### src/sv/assert_macros.svh
// Assertion macros for the dense ID table.
// Used by the top level; no other dependencies.
`ifndef ASSERT_MACROS_SVH
`define ASSERT_MACROS_SVH

// Same-cycle implication, held off during reset.
`define ASSERT_IMPL(label, clk, rst_n, ante, cons) \
	label: assert property (@(posedge clk) disable iff (!(rst_n)) (ante) |-> (cons)) \
		else $error("implication check failed");

// Next-cycle implication, held off during reset.
`define ASSERT_NEXT(label, clk, rst_n, ante, cons) \
	label: assert property (@(posedge clk) disable iff (!(rst_n)) (ante) |=> (cons)) \
		else $error("next-cycle check failed");

`endif

### src/sv/dit_pkg.sv
// Shared constants and types for the dense ID table.
// No dependencies.
`timescale 1ns / 1ps
`default_nettype none
package dit_pkg;
	localparam int MAX_ROWS = 256;
	localparam int ID_W     = 32;
	localparam int ROW_W    = $clog2(MAX_ROWS);
	localparam int CNT_W    = $clog2(MAX_ROWS + 1);
	localparam int CAP_W    = 9;
	localparam int IDX_W    = 8;
	localparam int CMP_W    = (CNT_W > CAP_W) ? CNT_W : CAP_W;

	typedef enum logic [1:0] {
		CMD_ADD    = 2'd0,
		CMD_REMOVE = 2'd1,
		CMD_READ   = 2'd2,
		CMD_NOP    = 2'd3
	} cmd_t;

	typedef enum logic [1:0] {
		ST_OK        = 2'd0,
		ST_FULL      = 2'd1,
		ST_NOT_FOUND = 2'd2,
		ST_RANGE     = 2'd3
	} status_t;

	typedef struct packed {
		logic            shift;
		logic [ID_W-1:0] tail_id;
	} ring_ctl_t;
endpackage
`default_nettype wire

### src/sv/dit_cell.sv
// One storage cell of the rotating ID ring.
// Depends on dit_pkg.
`timescale 1ns / 1ps
`default_nettype none
module dit_cell (
	input  logic                     clk,
	input  logic                     shift,
	input  logic [dit_pkg::ID_W-1:0] nbr_id,
	output logic [dit_pkg::ID_W-1:0] id
);
	logic [dit_pkg::ID_W-1:0] id_q;

	always_ff @(posedge clk) begin
		if (shift) begin
			id_q <= nbr_id;
		end
	end

	assign id = id_q;
endmodule
`default_nettype wire

### src/sv/dit_ctrl.sv
// Command sequencer: drives one full ring rotation per transaction,
// searches/reads at the ring head and injects writes at the tail.
// Depends on dit_pkg.
`timescale 1ns / 1ps
`default_nettype none
module dit_ctrl (
	input  logic                        clk,
	input  logic                        arst_n,
	input  logic                        cfg_wr_en,
	input  logic [dit_pkg::CAP_W-1:0]   cfg_wr_data,
	input  logic                        in_valid,
	output logic                        in_stall,
	input  logic [1:0]                  cmd,
	input  logic [31:0]                 entity_id,
	input  logic [dit_pkg::IDX_W-1:0]   row_index,
	output logic                        out_valid,
	input  logic                        out_stall,
	output logic [1:0]                  status,
	output logic                        moved_valid,
	output logic [31:0]                 moved_id,
	output logic [31:0]                 read_id,
	output logic [8:0]                  live_count,
	output logic                        is_full,
	input  logic [dit_pkg::ID_W-1:0]    head_id,
	output dit_pkg::ring_ctl_t          ring_ctl
);
	typedef enum logic [2:0] {
		S_IDLE = 3'b001,
		S_RUN  = 3'b010,
		S_DONE = 3'b100
	} state_t;

	state_t                        state_q;
	logic [dit_pkg::CAP_W-1:0]     cap_q;
	logic [dit_pkg::CNT_W-1:0]     count_q;
	logic [dit_pkg::ROW_W-1:0]     step_q;
	dit_pkg::cmd_t                 cmd_q;
	logic [dit_pkg::ID_W-1:0]      id_q;
	logic [dit_pkg::IDX_W-1:0]     row_q;
	logic [dit_pkg::ID_W-1:0]      last_q;
	logic [dit_pkg::ID_W-1:0]      prev_q;
	logic [dit_pkg::ID_W-1:0]      read_q;
	logic                          found_q;
	logic                          hit_last_q;
	logic                          hit_prev_q;

	logic                          out_valid_q;
	dit_pkg::status_t              status_q;
	logic                          moved_valid_q;
	logic [dit_pkg::ID_W-1:0]      moved_id_q;
	logic [dit_pkg::ID_W-1:0]      read_id_q;
	logic [dit_pkg::CNT_W-1:0]     live_count_q;
	logic                          is_full_q;

	logic [dit_pkg::CMP_W-1:0]     limit;
	logic [dit_pkg::CMP_W-1:0]     count_x;
	logic [dit_pkg::CMP_W-1:0]     step_x;
	logic [dit_pkg::CMP_W-1:0]     row_x;
	logic                          add_ok;
	logic                          in_rows;
	logic                          is_hit;
	logic                          add_slot;
	logic                          last_step;
	logic                          out_free;
	logic                          accept;

	dit_pkg::status_t              r_status;
	logic                          r_moved_valid;
	logic [dit_pkg::ID_W-1:0]      r_moved_id;
	logic [dit_pkg::ID_W-1:0]      r_read_id;
	logic [dit_pkg::CNT_W-1:0]     nxt_count;
	logic [dit_pkg::ID_W-1:0]      nxt_last;

	assign limit   = (dit_pkg::CMP_W'(cap_q) > dit_pkg::CMP_W'(dit_pkg::MAX_ROWS))
		? dit_pkg::CMP_W'(dit_pkg::MAX_ROWS) : dit_pkg::CMP_W'(cap_q);
	assign count_x = dit_pkg::CMP_W'(count_q);
	assign step_x  = dit_pkg::CMP_W'(step_q);
	assign row_x   = dit_pkg::CMP_W'(row_q);
	assign add_ok  = count_x < limit;
	assign in_rows = step_x < count_x;
	assign is_hit  = (cmd_q == dit_pkg::CMD_REMOVE) && in_rows && !found_q && (head_id == id_q);
	assign add_slot = (cmd_q == dit_pkg::CMD_ADD) && add_ok && (step_x == count_x);
	assign last_step = step_q == dit_pkg::ROW_W'(dit_pkg::MAX_ROWS - 1);
	assign out_free = !out_valid_q || !out_stall;
	assign accept   = (state_q == S_IDLE) && in_valid;

	always_comb begin
		ring_ctl.shift   = state_q == S_RUN;
		ring_ctl.tail_id = head_id;
		if (add_slot) begin
			ring_ctl.tail_id = id_q;
		end else if (is_hit) begin
			ring_ctl.tail_id = last_q;
		end
	end

	always_comb begin
		r_status      = dit_pkg::ST_OK;
		r_moved_valid = 1'b0;
		r_moved_id    = '0;
		r_read_id     = '0;
		nxt_count     = count_q;
		nxt_last      = last_q;
		case (cmd_q)
			dit_pkg::CMD_ADD: begin
				if (add_ok) begin
					nxt_count = dit_pkg::CNT_W'(count_q + 1'b1);
					nxt_last  = id_q;
				end else begin
					r_status = dit_pkg::ST_FULL;
				end
			end
			dit_pkg::CMD_REMOVE: begin
				if (found_q) begin
					nxt_count     = dit_pkg::CNT_W'(count_q - 1'b1);
					r_moved_valid = !hit_last_q;
					r_moved_id    = hit_last_q ? '0 : last_q;
					nxt_last      = hit_prev_q ? last_q : prev_q;
				end else begin
					r_status = dit_pkg::ST_NOT_FOUND;
				end
			end
			dit_pkg::CMD_READ: begin
				if (row_x < count_x) begin
					r_read_id = read_q;
				end else begin
					r_status = dit_pkg::ST_RANGE;
				end
			end
			default: begin
			end
		endcase
	end

	always_ff @(posedge clk or negedge arst_n) begin
		if (!arst_n) begin
			state_q     <= S_IDLE;
			cap_q       <= dit_pkg::CAP_W'(256);
			count_q     <= '0;
			step_q      <= '0;
			found_q     <= 1'b0;
			out_valid_q <= 1'b0;
		end else begin
			if (cfg_wr_en) begin
				cap_q <= cfg_wr_data;
			end
			if ((state_q == S_DONE) && out_free) begin
				out_valid_q <= 1'b1;
			end else if (out_valid_q && !out_stall) begin
				out_valid_q <= 1'b0;
			end
			unique case (state_q)
				S_IDLE: begin
					if (accept) begin
						state_q <= S_RUN;
						step_q  <= '0;
						found_q <= 1'b0;
					end
				end
				S_RUN: begin
					if (is_hit) begin
						found_q <= 1'b1;
					end
					if (last_step) begin
						state_q <= S_DONE;
						step_q  <= '0;
					end else begin
						step_q <= dit_pkg::ROW_W'(step_q + 1'b1);
					end
				end
				S_DONE: begin
					if (out_free) begin
						state_q <= S_IDLE;
						count_q <= nxt_count;
					end
				end
				default: state_q <= S_IDLE;
			endcase
		end
	end

	always_ff @(posedge clk) begin
		if (accept) begin
			cmd_q <= dit_pkg::cmd_t'(cmd);
			id_q  <= dit_pkg::ID_W'(entity_id);
			row_q <= row_index;
		end
		if (state_q == S_RUN) begin
			if (is_hit) begin
				hit_last_q <= (step_x + 1'b1) == count_x;
				hit_prev_q <= (step_x + 2'd2) == count_x;
			end
			if ((step_x + 2'd2) == count_x) begin
				prev_q <= head_id;
			end
			if (step_x == row_x) begin
				read_q <= head_id;
			end
		end
		if ((state_q == S_DONE) && out_free) begin
			last_q        <= nxt_last;
			status_q      <= r_status;
			moved_valid_q <= r_moved_valid;
			moved_id_q    <= r_moved_id;
			read_id_q     <= r_read_id;
			live_count_q  <= nxt_count;
			is_full_q     <= dit_pkg::CMP_W'(nxt_count) >= limit;
		end
	end

	assign in_stall    = state_q != S_IDLE;
	assign out_valid   = out_valid_q;
	assign status      = status_q;
	assign moved_valid = moved_valid_q;
	assign moved_id    = 32'(moved_id_q);
	assign read_id     = 32'(read_id_q);
	assign live_count  = 9'(live_count_q);
	assign is_full     = is_full_q;
endmodule
`default_nettype wire

### src/sv/dense_id_table_swap_remove.sv
// Dense ID table with swap-remove: a ring of MAX_ROWS ID cells rotated once per transaction.
// The result is registered once the ring has completed its full rotation.
// A new transaction is accepted only after the previous one completes, as the ring moves one cell per cycle.
// Reset: count 0, capacity 256, handshake idle; ID cells are not reset.
// Depends on dit_pkg, dit_cell, dit_ctrl and assert_macros.svh.
`timescale 1ns / 1ps
`default_nettype none
`include "assert_macros.svh"
module dense_id_table_swap_remove (
	input  logic        clk,
	input  logic        arst_n,
	input  logic        cfg_wr_en,
	input  logic [8:0]  cfg_wr_data,
	input  logic        in_valid,
	output logic        in_stall,
	input  logic [1:0]  cmd,
	input  logic [31:0] entity_id,
	input  logic [7:0]  row_index,
	output logic        out_valid,
	input  logic        out_stall,
	output logic [1:0]  status,
	output logic        moved_valid,
	output logic [31:0] moved_id,
	output logic [31:0] read_id,
	output logic [8:0]  live_count,
	output logic        is_full
);
	logic [dit_pkg::ID_W-1:0] cell_id [dit_pkg::MAX_ROWS];
	dit_pkg::ring_ctl_t       ring_ctl;

	// Cells shift toward index 0; cell 0 is the head, the tail is fed by the sequencer.
	for (genvar k = 0; k < dit_pkg::MAX_ROWS; k++) begin : g_ring
		if (k == dit_pkg::MAX_ROWS - 1) begin : g_tail
			dit_cell u_cell (
				.clk    (clk),
				.shift  (ring_ctl.shift),
				.nbr_id (ring_ctl.tail_id),
				.id     (cell_id[k])
			);
		end else begin : g_body
			dit_cell u_cell (
				.clk    (clk),
				.shift  (ring_ctl.shift),
				.nbr_id (cell_id[k+1]),
				.id     (cell_id[k])
			);
		end
	end

	dit_ctrl u_ctrl (
		.clk         (clk),
		.arst_n      (arst_n),
		.cfg_wr_en   (cfg_wr_en),
		.cfg_wr_data (dit_pkg::CAP_W'(cfg_wr_data)),
		.in_valid    (in_valid),
		.in_stall    (in_stall),
		.cmd         (cmd),
		.entity_id   (entity_id),
		.row_index   (dit_pkg::IDX_W'(row_index)),
		.out_valid   (out_valid),
		.out_stall   (out_stall),
		.status      (status),
		.moved_valid (moved_valid),
		.moved_id    (moved_id),
		.read_id     (read_id),
		.live_count  (live_count),
		.is_full     (is_full),
		.head_id     (cell_id[0]),
		.ring_ctl    (ring_ctl)
	);

	`ASSERT_NEXT(a_accept_starts_ring, clk, arst_n, in_valid && !in_stall, ring_ctl.shift)
	`ASSERT_IMPL(a_no_accept_mid_ring, clk, arst_n, ring_ctl.shift, in_stall)
	`ASSERT_IMPL(a_moved_only_on_ok, clk, arst_n, out_valid && moved_valid, status == dit_pkg::ST_OK)
	`ASSERT_IMPL(a_count_in_range, clk, arst_n, out_valid, live_count <= 9'(dit_pkg::MAX_ROWS))
endmodule
`default_nettype wire
### config.mk
export PLATFORM = sky130hd
export DESIGN_NAME = dense_id_table_swap_remove
export DESIGN_NICKNAME = d
export VERILOG_FILES = /design/src/sv/dit_pkg.sv /design/src/sv/dit_cell.sv /design/src/sv/dit_ctrl.sv /design/src/sv/dense_id_table_swap_remove.sv
export VERILOG_INCLUDE_DIRS = /design/src /design/src/sv
export SDC_FILE = /design/constraint.sdc
export NUM_CORES = 2
export LEC_CHECK = 0
export BUFFER_PORTS_ARGS = -buffer_cell sky130_fd_sc_hd__buf_2
export CELL_PAD_IN_SITES_DETAIL_PLACEMENT = 0
export CELL_PAD_IN_SITES_GLOBAL_PLACEMENT = 1
export CORE_ASPECT_RATIO = 1.1
export CORE_MARGIN = 2
export CORE_UTILIZATION = 54
export DETAILED_ROUTE_END_ITERATION = 8
export GPL_TIMING_DRIVEN = 0
export PLACE_DENSITY_LB_ADDON = 0.08
export SLEW_MARGIN = 20
export SYNTH_ARGS = -nofsm -noshare
export SYNTH_HDL_FRONTEND = slang
export SYNTH_SLANG_ARGS = --single-unit
export TNS_END_PERCENT = 50
### constraint.sdc
create_clock -name clk -period 299.2 [get_ports clk]
set_input_delay 59.84 -clock clk [delete_from_list [all_inputs] [get_ports clk]]
set_output_delay 59.84 -clock clk [all_outputs]
set_load 0.005 [all_outputs]
Word-level counts from Yosys, hierarchy flattened

Index checks and enable logic that the tools add are counted.

Input port bits: 56
Output and inout port bits: 79
Flip-flop bits (word level): 8,440
Logic and storage cells: 361

Reductions and logical operators: 28
Bitwise operators: 2
$add $sub $neg: 5
Equal/unequal tests: 19
$lt $le $gt $ge: 5
Mux-type cells: 26

Operator list:

| operator              | number |
|---|---|
| $mux W32              | 5 |
| $pmux W32 S2          | 1 |
| $eq A32 B32 Y1        | 1 |
| $mux W9               | 3 |
| $eq A9 B9 Y1          | 2 |
| $lt A8 B9 Y1          | 2 |
| $pmux W9 S2           | 1 |
| $mux W8               | 2 |
| $pmux W8 S2           | 1 |
| $reduce_and A2 Y1     | 7 |
| $ne A2 B1 Y1 const B  | 6 |
| $add A8 B1 Y9 const B | 1 |
| $add A8 B2 Y9 const B | 1 |
| $add A9 B1 Y9 const B | 1 |
| $eq A8 B9 Y1          | 1 |
| $ge A9 B9 Y1          | 1 |
| $gt A9 B9 Y1 const B  | 1 |
| $lt A9 B9 Y1          | 1 |
| $mux W3               | 3 |
| $pmux W3 S3           | 1 |
| $sub A9 B1 Y9 const B | 1 |
| $add A8 B1 Y8 const B | 1 |
| $eq A8 B8 Y1          | 1 |
| $eq A8 B8 Y1 const B  | 1 |
| 20 further kinds      | 39 |

Depth between registers and ports, before layout

Word-level depth: 6
Gate-level depth with buffers: 16
Depth with buffers taken out: 16

Hierarchy

A second synthesis with hierarchy kept.

Cells, all modules: 9,069
Area, all modules: 257,533.2 sq um

Modules (own cells, without submodules):

| module   | sequential area each (sq um) | cells an instance | area each (sq um) | times used |
|---|---|---|---|---|
| dit_cell | 960.9                        | 32                | 960.9             | 256 |
| dit_ctrl | 7,294.5                      | 877               | 11,537.3          | 1 |

Least setup slack after synthesis

Ideal clock, no wire load.

Path kind: reg-to-reg
From: register u_ctrl.state_q[2]
To: register u_ctrl.step_q[3] (netlist name)
Setup time: 538 ps
Setup slack: 50,889 ps
Buffers on the path: 2
Data required time: 298,662 ps
Cell stages (with the launch flop): 8
Arrival: 247,774 ps
Period minus slack after synthesis: 248,311 ps
Cells stage by stage: dfrtp_1 nand2b_1 or2_1 clkbuf_1 inv_2 clkbuf_1 nand2_1 o31ai_1

Elaborated cells on any way between the ends: 7
Classes of those cells: 3 x eq/ne; 1 x mux; 3 x reduce/logical

RTL lines:

| item                                    | line            | text |
|---|---|---|
| start, declared                         | dit_ctrl.sv:33  | `state_t state_q;` |
| start signal, assigned                  | dit_ctrl.sv:137 | `state_q <= S_IDLE;` |
| start signal, assigned                  | dit_ctrl.sv:155 | `state_q <= S_RUN;` |
| start signal, assigned                  | dit_ctrl.sv:165 | `state_q <= S_DONE;` |
| $eq A3 B2 Y1 (*)                        | n/a             |  |
| named net g_ring[0].g_body.u_cell.shift | dit_cell.sv:7   | `input logic shift,` |
| $reduce_bool A2 Y1 (no source line)     | n/a             |  |
| $reduce_and A2 Y1 (no source line)      | n/a             |  |
| end signal, assigned                    | dit_ctrl.sv:168 | `step_q <= dit_pkg::ROW_W'(step_q + 1'b1);` |
| end, declared                           | dit_ctrl.sv:36  | `logic [dit_pkg::ROW_W-1:0] step_q;` |

Mark *: on every way through the listed nets, which the timed path passes. The rest lies on a longest branch.
A chain may end at the register's enable or synchronous reset.

Final worst setup path

From: register u_ctrl.state_q[0]
To: output port in_stall

Cells in the longest elaborated chain, start to end: 1

Ends and longest elaborated chain:

| item          | line                             | text |
|---|---|---|
| $ne A3 B1 Y1  | dit_ctrl.sv:211                  | `assign in_stall = state_q != S_IDLE;` |
| end, declared | dense_id_table_swap_remove.sv:15 | `output logic in_stall,` |

No other way between the ends.

==> impl_results.md <==
* WL/cell at between 15 and 20 um
* Min Tclk post-route at 62.18 ns
* Clock tree from TritonCTS: built
* Via count of the first global-routing pass at around 85,000
* CP max FO at 7
* Total overflow reported by the global router at 0
* Clk slew on worst S/H paths at ~0.06 ns
* Core box area at between 400,000 and 500,000 um2
* Clock Root Buffer: clkbuf_16
* DRC violations left at 0
* Vert. Die Dim at between 700 and 800 um
* Number of standard cells in the final layout excluding fillers at between 15,000 and 20,000
* Data arrival time of the critical path at 2.34 ns
* Startpoint of the worst setup timing path: u_ctrl.state_q[0]
* Path depth of the worst reg2reg path at 22
* Buffers added on ports at 133
* R2R Path Start: u_ctrl.state_q[2]
* Worst hold path class: reg2reg
* Router iterations before antenna repair at 5
* Worst setup endpoint: in_stall
* Buffers inserted by post-CTS timing repair at 0
* Headroom to the max-slew limit at 0.2783
* Total routed wirelength at about 320,000 um
* Final cell utilization of the core at 0.6216
* Placement Rows at approximately 270
* Skew-Pair Late Insertion Delay at around 1.1 ns
* Outcome: completed
* Setup Crit Path Kind: reg2out
* Half-perimeter wire length after detailed placement at about 160,000 um
* Transition time at the pin with the least slew margin at between 1 and 1.5 ns
* Post-placement cell count at 15,610
* Area growth syn-to-layout at 14.48%
* Net count reported at finish at a little over 10,000
* Fraction of post-synthesis cell area in the top cell type by area at 0.9809
* Num CTS Buffers at 776
* Maximum count of clock buffers along a single path at 4
* Post-synth EDFFs at around 8,400
* Max Cap Violations at 0
* Mapped cell area at approximately 260,000 um2
* Fraction of registers with async set or reset after synthesis at 0.003673
* # clock sinks at 8,440
* Number of setup violations in the final report at 0
* Antenna viol nets, final at 0
* R2r setup slk at 291.54 ns
* Syn Nets at 9,130
* Total routing usage reported by global routing at 0.1330
* Number of register bits inferred by synthesis at about 8,400
* Leakage Power at about 70 nW
* Mean instance size in the synthesized netlist at roughly 28 um2
* Number of distinct standard cells referenced by the synthesized netlist at 64
* Weighted congestion reported at the end of routability-driven placement at between 0.7 and 0.8
* Die X at ~660 um
* Total number of vias at between 80,000 and 90,000
* Type of element launching the critical path: flip-flop
* Hold Path Origin: g_ring[206].g_body.u_cell.id[24]
* Register area share after synthesis at 0.9839
* Max Fclk at ~16 MHz
* Detailed router's first-iteration violation count at around 7,900
* Setup crit end kind: output port
* Fill cell instance count of the final layout at approximately 31,000
* Initial standard-cell utilization of the core at 0.5430
* Total number of yosys warnings at 0
* First-pass GRT wire length at 506,400 um
* H-Tree Depth at 6
* Cell taking the most area after synthesis: edfxtp_1
* Maximum number of pins on one net before global-route repair at 66
* Number of antenna violations at the first check in global routing at 26
* Endpoints failing hold at 0
* Count of instances resized after the clock tree is built at 0
* Final clock skew at 0.08505 ns
* Ratio of routed vias to standard cells at between 5 and 6
* Worst reg2reg path endpoint: g_ring[146].g_body.u_cell.id[6]
* Leading cell types by total area after synthesis: edfxtp_1 (98%), dfrtp_1 (0.28%), ha_1 (0.17%), mux2_2 (0.17%), and2_1 (0.16%)
* Total power density per cell area at 8.520 nW/um2
* Count of boundary I/O pins at around 140
* Cts hold-fix bufs at 0
* Share of cells above drive strength 1 at 0.1323
* Worst vdd ir at between 0.000006 and 0.000007 V
* Total count of max-transition violations in the final report at 0
* Total Die Area at ~480,000 um2
* Most frequently used flop master after synthesis: edfxtp_1
* RSZ-0062 raised after global routing: no
* Final Total Pwr at 2.511 mW
* Fin crit share at 0.2078
* Number of standard cells after synthesis at between 9,000 and 10,000
* Worst path required time at roughly 240 ns
-- final cells by class --
class / count / area, um2 / share of cell area
Timing Repair Buffer: 299 / 4760 / 0.01615
Clock buffer: 975 / 20420 / 0.06929
Multi-Input combinational cell: 537 / 3899 / 0.01323
Sequential cell: 8440 / 253300 / 0.8595
Tap cell: 6274 / 7850 / 0.02664
Buffer: 40 / 219.0 / 0.0007430
Antenna cell: 7 / 17.52 / 0.00005944
Inverter: 21 / 81.33 / 0.0002760
Clock inverter: 452 / 4173 / 0.01416
-- cell usage after synthesis (all sizes together) (9+ instances only) --
| master | instances |
|---|---|
| nor2 | 60 |
| edfxtp | 8409 |
| and2 | 68 |
| mux2 | 40 |
| a21oi | 53 |
| nand2 | 34 |
| nand3 | 14 |
| a21o | 9 |
| o21ai | 22 |
| inv | 20 |
| mux2i | 32 |
| nor4 | 16 |
| xnor2 | 27 |
| dfrtp | 29 |
| clkbuf | 33 |
| xor2 | 42 |
| ha | 36 |
-- worst min-delay path by stage --
stage / to / slack (ns) / depth (start not counted)
global placement: g_ring[2].g_body.u_cell.id[20] / 0.40 / 0
detailed placement: g_ring[0].g_body.u_cell.id[10] / 0.40 / 0
finish: g_ring[205].g_body.u_cell.id[24] / 0.37 / 0
CTS: g_ring[205].g_body.u_cell.id[24] / 0.36 / 0
floorplan: g_ring[0].g_body.u_cell.id[0] / 0.40 / 0
global route: g_ring[205].g_body.u_cell.id[24] / 0.38 / 0
-- cell families (layout without fill, tap and decap cells) --
kind of cell | Yosys count | after routing | share of synthesized area
flip-flops | 8440 | 8440 | 0.9839
XOR/XNOR | 69 | 69 | 0.002347
AND/OR/NAND/NOR | 230 | 230 | 0.004748
adder cells (fa/ha/maj) | 36 | 36 | 0.001750
buffers and inverters | 61 | 1787 | 0.001142
AO/OA/AOI/OAI | 130 | 130 | 0.003135
other | 0 | 7 | 0
multiplexers | 72 | 72 | 0.002994
-- flip-flops by register name (all words and copies together), names as in the netlist --
name	cells
u_ctrl.read_id	32
g_ring.g_body.u_cell.id	8160
u_ctrl.moved_id	32
u_ctrl.last_q	32
u_ctrl.hit_last_q	1
u_ctrl.cmd_q	2
u_ctrl.cap_q	9
u_ctrl.found_q	1
u_ctrl.id_q	32
u_ctrl.status	2
u_ctrl.out_valid	1
u_ctrl.is_full	1
u_ctrl.moved_valid	1
u_ctrl.count_q	9
u_ctrl.state_q	3
u_ctrl.prev_q	32
g_ring.g_tail.u_cell.id	32
u_ctrl.row_q	8
u_ctrl.read_q	32
u_ctrl.step_q	8
u_ctrl.hit_prev_q	1
u_ctrl.live_count	9
-- stage by stage --
step	hold slack (ns)	setup WS, ns	TNS, ns	instance area [um2]
detailed placement	0.4045	236.60	0	270100
floorplan	0.4003	50.89	0	257400
CTS	0.3639	236.86	0	294700
global route	0.3773	236.89	0	294700
global placement	0.4007	-50.60	-140.32	266000
finish	0.3679	237.02	0	294700
-- where the power goes --
part           leakage, nW  internal [mW]  switching, mW
sequential            53.9           1.40         0.0114
combinational         3.90         0.0325          0.119
clock                 12.0          0.532          0.415
-- critical path, stage by stage (launching register included) --
cell,delay [ns]
dfstp_2,0.58
or3b_2,0.54
buf_2,0.17
-- metal layers --
metal | part of all wire | routed length (um) | track usage | vias to the layer above
li1 | - | - | - | 39020
met1 | 0.52 | 167900 | 0.2306 | 44440
met2 | 0.41 | 131200 | 0.1684 | 1391
met3 | 0.046 | 14980 | 0.02677 | 710
met4 | 0.027 | 8822 | 0.04236 | 0
met5 | 0 | 0 | 0 | -
-- cell usage in the layout (no fill, tap or decap), types with 36 or more instances in the layout --
cell          n
clkinv_2    138
nor2_1       59
xor2_1       42
clkbuf_1    218
and2_1       66
ha_1         36
buf_12       52
a21oi_1      49
buf_2       137
edfxtp_1   8409
bufinv_16    54
clkbuf_16   787
clkinv_1    184
buf_16      112
mux2_2       40
Note: power is estimated with default switching activity, not from simulation.
